### src/swpl_pkg.sv
// Shared types and constants for the sine-to-PWM-level synthesizer.
// Holds the CORDIC datapath struct, fixed-point widths and the arctangent table.
// No dependencies.
`timescale 1ns / 1ps
`default_nettype none

package swpl_pkg;

  // Q1.30 x/y with headroom, Q0.32 turn angle with one guard bit
  localparam int XY_W = 34;
  localparam int Z_W  = 33;
  localparam int AMP_W = 16;
  localparam int PROD_W = XY_W + AMP_W;
  localparam int ATAN_ENTRIES = 24;

  localparam logic signed [XY_W-1:0] CORDIC_X0 = XY_W'(652032874);
  localparam logic signed [Z_W-1:0] TURN_HALF = 33'sh0_8000_0000;
  localparam logic signed [Z_W-1:0] TURN_QTR  = 33'sh0_4000_0000;

  // Configuration register indexes
  localparam logic [1:0] REG_PHASE_STEP   = 2'd0;
  localparam logic [1:0] REG_START_PHASE  = 2'd1;
  localparam logic [1:0] REG_AMPLITUDE    = 2'd2;
  localparam logic [1:0] REG_LEVEL_OFFSET = 2'd3;

  typedef struct packed {
    logic                   valid;
    logic signed [XY_W-1:0] x;
    logic signed [XY_W-1:0] y;
    logic signed [Z_W-1:0]  z;
  } cordic_t;

  typedef struct packed {
    logic               valid;
    logic signed [15:0] wave;
    logic [7:0]         pwm;
  } level_t;

  // round(atan(2^-i) / (2*pi) * 2^32)
  function automatic logic signed [Z_W-1:0] atan_turn(input int idx);
    logic signed [Z_W-1:0] r;
    unique case (idx)
      0:  r = 33'sd536870912;
      1:  r = 33'sd316933406;
      2:  r = 33'sd167458907;
      3:  r = 33'sd85004756;
      4:  r = 33'sd42667331;
      5:  r = 33'sd21354465;
      6:  r = 33'sd10679838;
      7:  r = 33'sd5340245;
      8:  r = 33'sd2670163;
      9:  r = 33'sd1335087;
      10: r = 33'sd667544;
      11: r = 33'sd333772;
      12: r = 33'sd166886;
      13: r = 33'sd83443;
      14: r = 33'sd41722;
      15: r = 33'sd20861;
      16: r = 33'sd10430;
      17: r = 33'sd5215;
      18: r = 33'sd2608;
      19: r = 33'sd1304;
      20: r = 33'sd652;
      21: r = 33'sd326;
      22: r = 33'sd163;
      23: r = 33'sd81;
      default: r = '0;
    endcase
    return r;
  endfunction

endpackage

`default_nettype wire

### src/swpl_level_out.sv
// Scales the CORDIC sine by amplitude (registered product), then rounds,
// adds the offset, saturates to Q2.14 and derives the PWM byte. Depends on swpl_pkg.
`timescale 1ns / 1ps
`default_nettype none

module swpl_level_out (
  input  wire logic               clk,
  input  wire logic               rst,
  input  wire logic               en,
  input  swpl_pkg::cordic_t       sine,
  input  wire logic signed [15:0] amplitude,
  input  wire logic signed [15:0] level_offset,
  output swpl_pkg::level_t        res
);
  import swpl_pkg::*;

  logic                     prod_valid;
  logic signed [PROD_W-1:0] prod;
  logic signed [PROD_W-1:0] rounded;
  logic signed [19:0]       scaled;
  logic signed [20:0]       sum;
  logic signed [15:0]       wave;
  logic signed [16:0]       biased;
  logic signed [25:0]       duty;
  logic [10:0]              duty_q;

  always_ff @(posedge clk) begin
    if (rst) begin
      prod_valid <= 1'b0;
    end else if (en) begin
      prod_valid <= sine.valid;
    end
  end

  always_ff @(posedge clk) begin
    if (en) begin
      prod <= PROD_W'(amplitude) * PROD_W'(sine.y);
    end
  end

  always_comb begin
    // Q3.44 -> Q2.14, round half up
    rounded = prod + (PROD_W'(1) <<< 29);
    scaled  = rounded[49:30];
    sum     = 21'(scaled) + 21'(level_offset);
    if (sum > 21'sd32767) begin
      wave = 16'sh7FFF;
    end else if (sum < -21'sd32768) begin
      wave = 16'sh8000;
    end else begin
      wave = sum[15:0];
    end
    // (w + 1.0) * 255 / 2 in Q15, truncated
    biased = 17'(wave) + 17'sd16384;
    duty   = (26'(biased) <<< 8) - 26'(biased);
    duty_q = duty[25:15];
    res.valid = prod_valid;
    res.wave  = wave;
    if (duty[25]) begin
      res.pwm = 8'd0;
    end else if (duty_q > 11'd255) begin
      res.pwm = 8'd255;
    end else begin
      res.pwm = duty_q[7:0];
    end
  end

endmodule

`default_nettype wire

### config.mk
export PLATFORM = sky130hd
export DESIGN_NAME = swpl_level_out
export DESIGN_NICKNAME = d
export VERILOG_FILES = /design/src/swpl_pkg.sv /design/src/swpl_level_out.sv
export SDC_FILE = /design/constraint.sdc
export NUM_CORES = 1
export LEC_CHECK = 0
export ABC_AREA = 1
export BUFFER_PORTS_ARGS = -buffer_cell sky130_fd_sc_hd__buf_2
export CAP_MARGIN = 20
export CORE_MARGIN = 2
export CORE_UTILIZATION = 25
export CTS_BUF_LIST = sky130_fd_sc_hd__clkbuf_16
export DETAILED_ROUTE_END_ITERATION = 16
export GPL_TIMING_DRIVEN = 0
export SLEW_MARGIN = 20
export SYNTH_ARGS = -nofsm -noshare
export SYNTH_HDL_FRONTEND = slang
export SYNTH_SLANG_ARGS = --single-unit
### constraint.sdc
create_clock -name clk -period 6.7 [get_ports clk]
set_clock_uncertainty 0.2 [all_clocks]
set_input_delay 0 -clock clk [delete_from_list [all_inputs] [get_ports clk]]
set_output_delay 0 -clock clk [all_outputs]
set_load 0.01 [all_outputs]
==> results by group <==
Worst setup path
  • FF-to-FF path depth: 3
  • CP max stage cell: fa_1
  • Worst Path Arrival: 6.27 ns
  • Critical Path End Type: flop
  • Worst R2R End: prod_valid
  • Max FO, Critical Path: 10
  • WS Path Type: primary input to flop
  • FF-to-FF Start: prod_valid
  • CP Buf/Inv Count: 8
  • Crit path to: prod[42]
  • CP Launch Type: primary input
  • Critical path depth in cells: 29
  • Flop2flop setup slack: 5.37 ns
  • CP delay by family, top: adder cells
  • Slowest stage delay, CP: 0.54 ns
  • Crit path from: amplitude[4]
  • WP data required: 6.51 ns

Place
  • Dpl cell area: 0.0239 mm2
  • Cells after DPL: 4076
  • DP Wirelength: 58.7 mm
  • RD Place Congestion: 0.963
  • IO buf count: 78

Drt
  • Vias post-DR: 18000
  • Drt pass-1 iters: 5
  • 1st-iter DRT viols: 1382
  • DRT Wirelength: 67.7 mm
  • Remaining DRCs: 0
  • Drt wl/cell: 16.6 um
  • Via density: 4.43
  • Final ANT Viol Nets: 0

Yosys
  • Most common cell in the netlist: inv_1
  • Largest area contributor in the netlist: fa_1
  • Ys async rst share: 0%
  • Ys Warns: 0
  • Sequential element share of the synthesized area: 2.95%
  • Mapped Cells: 2843
  • Post-synth top cells: inv_1, nand2_1, fa_1
  • Seq cells post-synth: 22
  • Netlist cell types: 50
  • Post-synth top flop: edfxtp_1
  • Syn Std Cell Area: 0.0220 mm2
  • Post-synth EDFFs: 21
  • Syn avg cell area: 7.75 um2
  • Synth top area share: 46.7%
  • Net Count, Synth: 3648
  • Largest cells by area after synthesis: fa_1, inv_1, nand2_1

Global routing
  • Initial antenna violation count: 5
  • Gr ovfl total: 0
  • Number of global-route vias before repair: 19400
  • Global-route wire length before repair: 109 mm
  • Largest net degree at the start of global routing: 23
  • GRT Overall Usage: 15.6%

Floorplan
  • Die area: 0.0906 mm2
  • Standard-cell rows: 108
  • Core ar.: 0.0870 mm2
  • Starting Density: 25.3%
  • I/O pins: 162
  • Die X-Extent: 301 um
  • Die height: 301 um

Clock network
  • CTS HTree Levels: 1
  • Clock Latency Late Sink: 0.26 ns
  • CTS root buf: clkbuf_16
  • Clock buffer depth: 2
  • Clk slew on worst S/H paths: 0.06 ns
  • Clock Sinks: 22
  • CTS tree: yes
  • Number of CTS-inserted buffers: 3

Layout
  • Share of cells above drive strength 1: 8.84%
  • Layout area overhead: 10.2%
  • Finished Cell Area: 0.0243 mm2
  • Fin nets: 3723
  • Finished Core Util: 27.9%
  • Final Non-Filler Cells: 4074

STA
  • Fin crit period: 6.46 ns
  • Max Transition Viols Final: 0
  • Slew @ Worst Pin: 1.07 ns
  • Final Hold Viols: 0
  • Achievable clock frequency: 155 MHz
  • Final period utilization: 96.5%
  • Setup-failing EPs final: 0
  • Relative slew margins: 28.7%

Worst hold path
  • Min-delay worst type: primary input to flop

Job
  • Max Cap Viol: 0

Status
  • Status: complete, no violations
## flip-flops by register name, indices dropped and copies added, names as in the netlist
signal,count
prod,21
prod_valid,1
## how the worst min path moves through the flow
stage	from	endpoint	slack (ns)	cells after the start
2_1_floorplan	rst	prod_valid	-0.13	1
3_3_place_gp	rst	prod_valid	-0.04	2
3_5_place_dp	rst	prod_valid	-0.03	2
4_1_cts	en	prod[48]	0.09	1
5_1_grt	en	prod[39]	0.11	1
6_report	en	prod[29]	0.08	1
## cell families after synthesis
| family | Yosys count | synth area share, % |
|---|---|---|
| flip-flops | 22 | 2.95 |
| buffers and inverters | 899 | 15.4 |
| multiplexers | 1 | 0.0454 |
| adder cells (fa/ha/maj) | 668 | 55.4 |
| XOR/XNOR | 65 | 2.67 |
| AO/OA/AOI/OAI | 175 | 4.51 |
| AND/OR/NAND/NOR | 1013 | 19.0 |
## metal layers
| layer | GRT usage [%] | part of all wire, % |
|---|---|---|
| met3 | 2.55 | 8.2 |
| met1 | 20.7 | 42 |
| met4 | 5.28 | 4.0 |
| met5 | 0 | 0.053 |
| met2 | 25.6 | 46 |
## cell type report
class	instances	area, um2
Antenna cell	2	5.00
Timing Repair Buffer	81	423
Tap cell	1155	1450
Buffer	91	589
Clock inverter	1	3.75
Clock buffer	3	75.1
Multi-Input combinational cell	1922	18100
Fill cell	9464	62700
Inverter	797	2990
Sequential cell	22	651
## metrics by stage
step | hold WS, ns | setup TNS (ns) | setup WS (ns)
after floorplan | -0.128 | 0 | 0.663
after global placement | -0.0419 | -22.13 | -1.60
after detailed placement | -0.0332 | -21.81 | -1.54
after CTS | 0.0875 | 0 | 0.00567
after global routing | 0.114 | -0.0854 | -0.0570
final | 0.0845 | 0 | 0.236
## cell usage in the layout, fill, tap and decap left out, drive strengths merged, types with 6 or more instances in the layout
cell,synthesis,final
nand3,60,60
edfxtp,21,21
nor2,120,120
clkbuf,98,73
a31oi,7,7
xor2,45,45
fa,514,514
nand2,752,752
ha,154,154
xnor2,20,20
o21ai,48,48
o21a,7,7
inv,797,797
or2,36,36
a21oi,88,88
buf,4,100
nor3,13,13
o211ai,6,6
nand4,22,22
## what timing repair did
action,4_1_cts,5_1_grt
gates resized for setup,90,123
pin swaps,1,3
endpoints found under the setup margin,20,17
hold buffers,2,0
setup buffers,0,1
gates cloned,0,0
hold endpoints to repair,1,0
Power is not shown: default switching activity piles up to over one toggle a cycle in this logic, so the estimate is an artifact.
