==> config.mk <==
export PLATFORM = sky130hd
export DESIGN_NAME = swpl_cordic_cell
export DESIGN_NICKNAME = d
export VERILOG_FILES = /design/src/swpl_pkg.sv /design/src/swpl_cordic_cell.sv
export SDC_FILE = /design/constraint.sdc
export NUM_CORES = 1
export LEC_CHECK = 0
export BUFFER_PORTS_ARGS = -buffer_cell sky130_fd_sc_hd__buf_2
export CAP_MARGIN = 10
export CORE_AREA = 2 2 126 152
export CTS_BUF_LIST = sky130_fd_sc_hd__clkbuf_4 sky130_fd_sc_hd__clkbuf_8
export DETAILED_ROUTE_END_ITERATION = 6
export DIE_AREA = 0 0 128 154
export GPL_TIMING_DRIVEN = 0
export HOLD_SLACK_MARGIN = 0.06
export PLACE_DENSITY = 0.79
export SYNTH_ARGS = -nofsm -noshare
export SYNTH_HDL_FRONTEND = slang
export SYNTH_SLANG_ARGS = --single-unit
==> constraint.sdc <==
create_clock -name clk -period 2.65 [get_ports clk]
set_input_delay 0.1325 -clock clk [delete_from_list [all_inputs] [get_ports clk]]
set_output_delay 0.1325 -clock clk [all_outputs]
set_load 0.02 [all_outputs]
==> src/swpl_pkg.sv <==
// Shared types and constants for the sine-to-PWM-level synthesizer.
// Holds the CORDIC datapath struct, fixed-point widths and the arctangent table.
// No dependencies.
`timescale 1ns / 1ps
`default_nettype none

package swpl_pkg;

  // Q1.30 x/y with headroom, Q0.32 turn angle with one guard bit
  localparam int XY_W = 34;
  localparam int Z_W  = 33;
  localparam int AMP_W = 16;
  localparam int PROD_W = XY_W + AMP_W;
  localparam int ATAN_ENTRIES = 24;

  localparam logic signed [XY_W-1:0] CORDIC_X0 = XY_W'(652032874);
  localparam logic signed [Z_W-1:0] TURN_HALF = 33'sh0_8000_0000;
  localparam logic signed [Z_W-1:0] TURN_QTR  = 33'sh0_4000_0000;

  // Configuration register indexes
  localparam logic [1:0] REG_PHASE_STEP   = 2'd0;
  localparam logic [1:0] REG_START_PHASE  = 2'd1;
  localparam logic [1:0] REG_AMPLITUDE    = 2'd2;
  localparam logic [1:0] REG_LEVEL_OFFSET = 2'd3;

  typedef struct packed {
    logic                   valid;
    logic signed [XY_W-1:0] x;
    logic signed [XY_W-1:0] y;
    logic signed [Z_W-1:0]  z;
  } cordic_t;

  typedef struct packed {
    logic               valid;
    logic signed [15:0] wave;
    logic [7:0]         pwm;
  } level_t;

  // round(atan(2^-i) / (2*pi) * 2^32)
  function automatic logic signed [Z_W-1:0] atan_turn(input int idx);
    logic signed [Z_W-1:0] r;
    unique case (idx)
      0:  r = 33'sd536870912;
      1:  r = 33'sd316933406;
      2:  r = 33'sd167458907;
      3:  r = 33'sd85004756;
      4:  r = 33'sd42667331;
      5:  r = 33'sd21354465;
      6:  r = 33'sd10679838;
      7:  r = 33'sd5340245;
      8:  r = 33'sd2670163;
      9:  r = 33'sd1335087;
      10: r = 33'sd667544;
      11: r = 33'sd333772;
      12: r = 33'sd166886;
      13: r = 33'sd83443;
      14: r = 33'sd41722;
      15: r = 33'sd20861;
      16: r = 33'sd10430;
      17: r = 33'sd5215;
      18: r = 33'sd2608;
      19: r = 33'sd1304;
      20: r = 33'sd652;
      21: r = 33'sd326;
      22: r = 33'sd163;
      23: r = 33'sd81;
      default: r = '0;
    endcase
    return r;
  endfunction

endpackage

`default_nettype wire

==> src/swpl_cordic_cell.sv <==
// One rotation-mode CORDIC micro-rotation with its own pipeline register.
// Shift amount and arctangent are fixed by STAGE. Depends on swpl_pkg.
`timescale 1ns / 1ps
`default_nettype none

module swpl_cordic_cell #(
  parameter int STAGE = 0
) (
  input  wire logic          clk,
  input  wire logic          rst,
  input  wire logic          en,
  input  swpl_pkg::cordic_t  din,
  output swpl_pkg::cordic_t  dout
);
  import swpl_pkg::*;

  localparam logic signed [Z_W-1:0] ATAN = atan_turn(STAGE);

  logic signed [XY_W-1:0] dx;
  logic signed [XY_W-1:0] dy;
  cordic_t                dout_next;

  always_comb begin
    dx = din.y >>> STAGE;
    dy = din.x >>> STAGE;
    dout_next.valid = din.valid;
    if (!din.z[Z_W-1]) begin
      dout_next.x = din.x - dx;
      dout_next.y = din.y + dy;
      dout_next.z = din.z - ATAN;
    end else begin
      dout_next.x = din.x + dx;
      dout_next.y = din.y - dy;
      dout_next.z = din.z + ATAN;
    end
  end

  always_ff @(posedge clk) begin
    if (rst) begin
      dout.valid <= 1'b0;
    end else if (en) begin
      dout.valid <= dout_next.valid;
    end
  end

  always_ff @(posedge clk) begin
    if (en) begin
      dout.x <= dout_next.x;
      dout.y <= dout_next.y;
      dout.z <= dout_next.z;
    end
  end

endmodule

`default_nettype wire

==> impl_metrics.tcl <==
set metrics [dict create \
    reg2reg_depth 3 \
    min_path_type "in2reg" \
    p_sw_w 0.00218 \
    die_area_mm2 0.0197 \
    place_ws_ns -0.968 \
    num_vias 9040 \
    intPower_w 0.00324 \
    first_pass_iters 5 \
    antenna_found_initial 0 \
    fin_cells 1507 \
    avgRoutedWirePerCell_um 20.1 \
    placement.cell_area_mm2 0.0103 \
    yosys_warnings 0 \
    hold_violations 0 \
    grt_pass1_wl_um 45700 \
    path_max_fanout 10 \
    syn_area_per_cell_um2 8.80 \
    min_to "dout[30]$_DFFE_PP_" \
    ys_seq_area_frac 0.337 \
    min_period_ns 2.60 \
    arrival_ns 2.74 \
    hpwlAfterDp_um 23400 \
    syn_nets 1231 \
    top_layer "met4" \
    layout_common_cells "buf_2 (212), a21oi_1 (123), inv_1 (105)" \
    p_comb_frac 0.422 \
    power.total_w 0.00541 \
    dp.cells 1452 \
    holdWs_ns 0.113 \
    largest_register "dout" \
    clk_path_buf_depth 2 \
    viasPerCell 6.00 \
    drive_above_1_share 0.228 \
    ys_async_sr_fraction 0 \
    netlist_area_mm2 0.00898 \
    fp-row-count 54 \
    r2r_start "dout[101]$_SDFFE_PP0P_" \
    io_pins 207 \
    status "complete, no violations" \
    cts.htree.levels 3 \
    clock_power_share 0.190 \
    dr_wl_met2_um 14800 \
    start_util 0.496 \
    p_leak_nw 4.84 \
    io_buffer_count 206 \
    endpoint_kind "register" \
    final_common_cell "buf_2" \
    stdcell_area_mm2 0.0111 \
    dieWidth_um 128 \
    grt_pass1_vias 8632 \
    grtUsageTotal 0.297 \
    setup_slack_ns 0.0453 \
    synth_edf_count 100 \
    rsz0062_at_grt "yes" \
    drt-met1-wl_um 11800 \
    seqPwrFrac 0.388 \
    nets 1488 \
    clkTransAtPathRegs_ns 0.11 \
    cp-start-kind "primary input" \
    first_iter_violations 848 \
    postRouteAntennaNets 0 \
    finClkSkew_ns 0 \
    root_buffer "clkbuf_8" \
    yosysUniqueCellTypes 71 \
    power.density_mw_per_mm2 486 \
    r2r_slack_ns 1.49 \
    routed_wl_um 30300 \
    top_regs "dout (101)" \
    finalWeightedCongestion 1.03 \
    clkSinkCount 101 \
    die_h_um 154 \
    max_slew_margin 0.372 \
    clk_latency_ns 0.40 \
    worstPathRequired_ns 2.78 \
    finalSetupViolations 0 \
    syn_inst 1021 \
    max_freq_mhz 384 \
    drc 0 \
    area.growth.synth_to_final_pct 24.0 \
    gr-total-overflow 0 \
    fillerInstances 1617 \
    tightestPinTransition_ns 0.942 \
    r2r_end "dout[101]$_SDFFE_PP0P_" \
    wl_met3_um 2310 \
    synth_top_flop_cell "edfxtp_1" \
    cts_tree "done" \
    peakVddDrop_mv 0.239 \
    synth-seq-cells 101 \
    p_sw_frac 0.402 \
    diodes 0 \
    core_area_mm2 0.0181 \
    critPathKind "in2reg" \
    drv_slew 0 \
    maxCapViolations 0 \
    hp-start "din[30]" \
    largest_reg_flops 101 \
    cts_buffers 9 \
    grt_max_degree 79 \
    period_share 0.983 \
    hold_depth 2 \
]
## worst max-delay path, cell delays in order
cell and delay, ns:
buf_2 0.10, inv_1 0.04, ha_1 0.30, clkbuf_2 0.25
nand4_1 0.25, nor4_1 0.40, o211ai_1 0.23, a31oi_1 0.34
o31ai_2 0.16, o221a_2 0.26, o21ai_0 0.15, o211ai_1 0.11
## cells by family after synthesis
logic type,synth area share
buf+inv,0.0662
xor+xnor,0.0605
compound gates,0.252
simple gates,0.128
mux,0.00794
fa+ha+maj,0.150
flops,0.337
## layer usage
layer | up-vias | global-route usage
li1 | 4205 | -
met1 | 4219 | 0.360
met2 | 508 | 0.522
met3 | 108 | 0.0428
met4 | 0 | 0.125
met5 | - | 0
## power groups by stage
stage / Clock (W) / Sequential (W) / Combinational (W)
floorplan: 0 / 0.00244 / 0.00107
global placement: 0 / 0.00214 / 0.00208
detailed placement: 0 / 0.00214 / 0.00211
CTS: 0.00105 / 0.00210 / 0.00219
global route: 0.00109 / 0.00212 / 0.00244
finish: 0.00103 / 0.00210 / 0.00229
## synthesized netlist by cell type (4+ instances only)
cell / count / share of area
a21oi_1: 126 / 0.070
inv_1: 105 / 0.044
ha_1: 101 / 0.14
edfxtp_1: 100 / 0.33
o21ai_0: 78 / 0.043
nor2_1: 75 / 0.031
nand2_1: 53 / 0.022
xnor2_1: 53 / 0.052
clkbuf_1: 29 / 0.012
o21bai_1: 21 / 0.018
a21o_1: 19 / 0.016
o211ai_1: 18 / 0.015
nand4_1: 16 / 0.011
nand3_1: 13 / 0.0072
nor2b_1: 12 / 0.0084
a211oi_1: 11 / 0.0092
a31oi_1: 11 / 0.0077
nor3_1: 11 / 0.0061
nand2b_1: 10 / 0.0070
buf_1: 9 / 0.0038
or3_1: 9 / 0.0063
xor2_1: 9 / 0.0088
nor4_1: 8 / 0.0056
o31ai_1: 8 / 0.0067
buf_2: 7 / 0.0039
and2_1: 6 / 0.0042
mux2i_1: 6 / 0.0067
o311ai_0: 6 / 0.0059
a2111oi_0: 5 / 0.0049
a221oi_1: 4 / 0.0039
fa_1: 4 / 0.0089
nand3b_1: 4 / 0.0033
o21a_1: 4 / 0.0033
o21ba_2: 4 / 0.0045
o22ai_1: 4 / 0.0028
or2_2: 4 / 0.0028
## worst max path at each step
stage | to | slack (ns) | depth (start not counted) | start
finish | dout[100]$_DFFE_PP_ | 0.05 | 12 | din[45]
global route | dout[62]$_DFFE_PP_ | -0.11 | 12 | din[38]
floorplan | dout[53]$_DFFE_PP_ | 0.03 | 11 | din[46]
detailed placement | dout[53]$_DFFE_PP_ | -0.97 | 12 | din[33]
CTS | dout[63]$_DFFE_PP_ | 0.03 | 12 | din[33]
global placement | dout[53]$_DFFE_PP_ | -0.90 | 12 | din[33]
## area by class of cell
cell class / count / area, µm² / area share
plain buffers: 47 / 200 / 0.0180
well taps: 224 / 280 / 0.0252
inverters: 106 / 398 / 0.0357
repair buffers: 246 / 1450 / 0.130
flip-flops and latches: 101 / 3020 / 0.271
clock inverters: 7 / 73.8 / 0.00663
multi-input cells: 767 / 5590 / 0.502
clock buffers: 9 / 124 / 0.0111
## metrics by stage
stage	TNS [ns]	utilization
2_1_floorplan	0	-
3_3_place_gp	-22.57	0.568
3_5_place_dp	-23.58	0.570
4_1_cts	0	0.604
5_1_grt	-0.352	0.615
6_report	0	0.615
## repair_timing
item                                    CTS  global route
buffers inserted                          2             5
hold buffers                             32             0
resized for setup                        22            30
pin swaps                                 1            11
endpoints found under the setup margin   30            26
endpoints found under the hold margin    31             0
(Power assumes the default switching activity.)
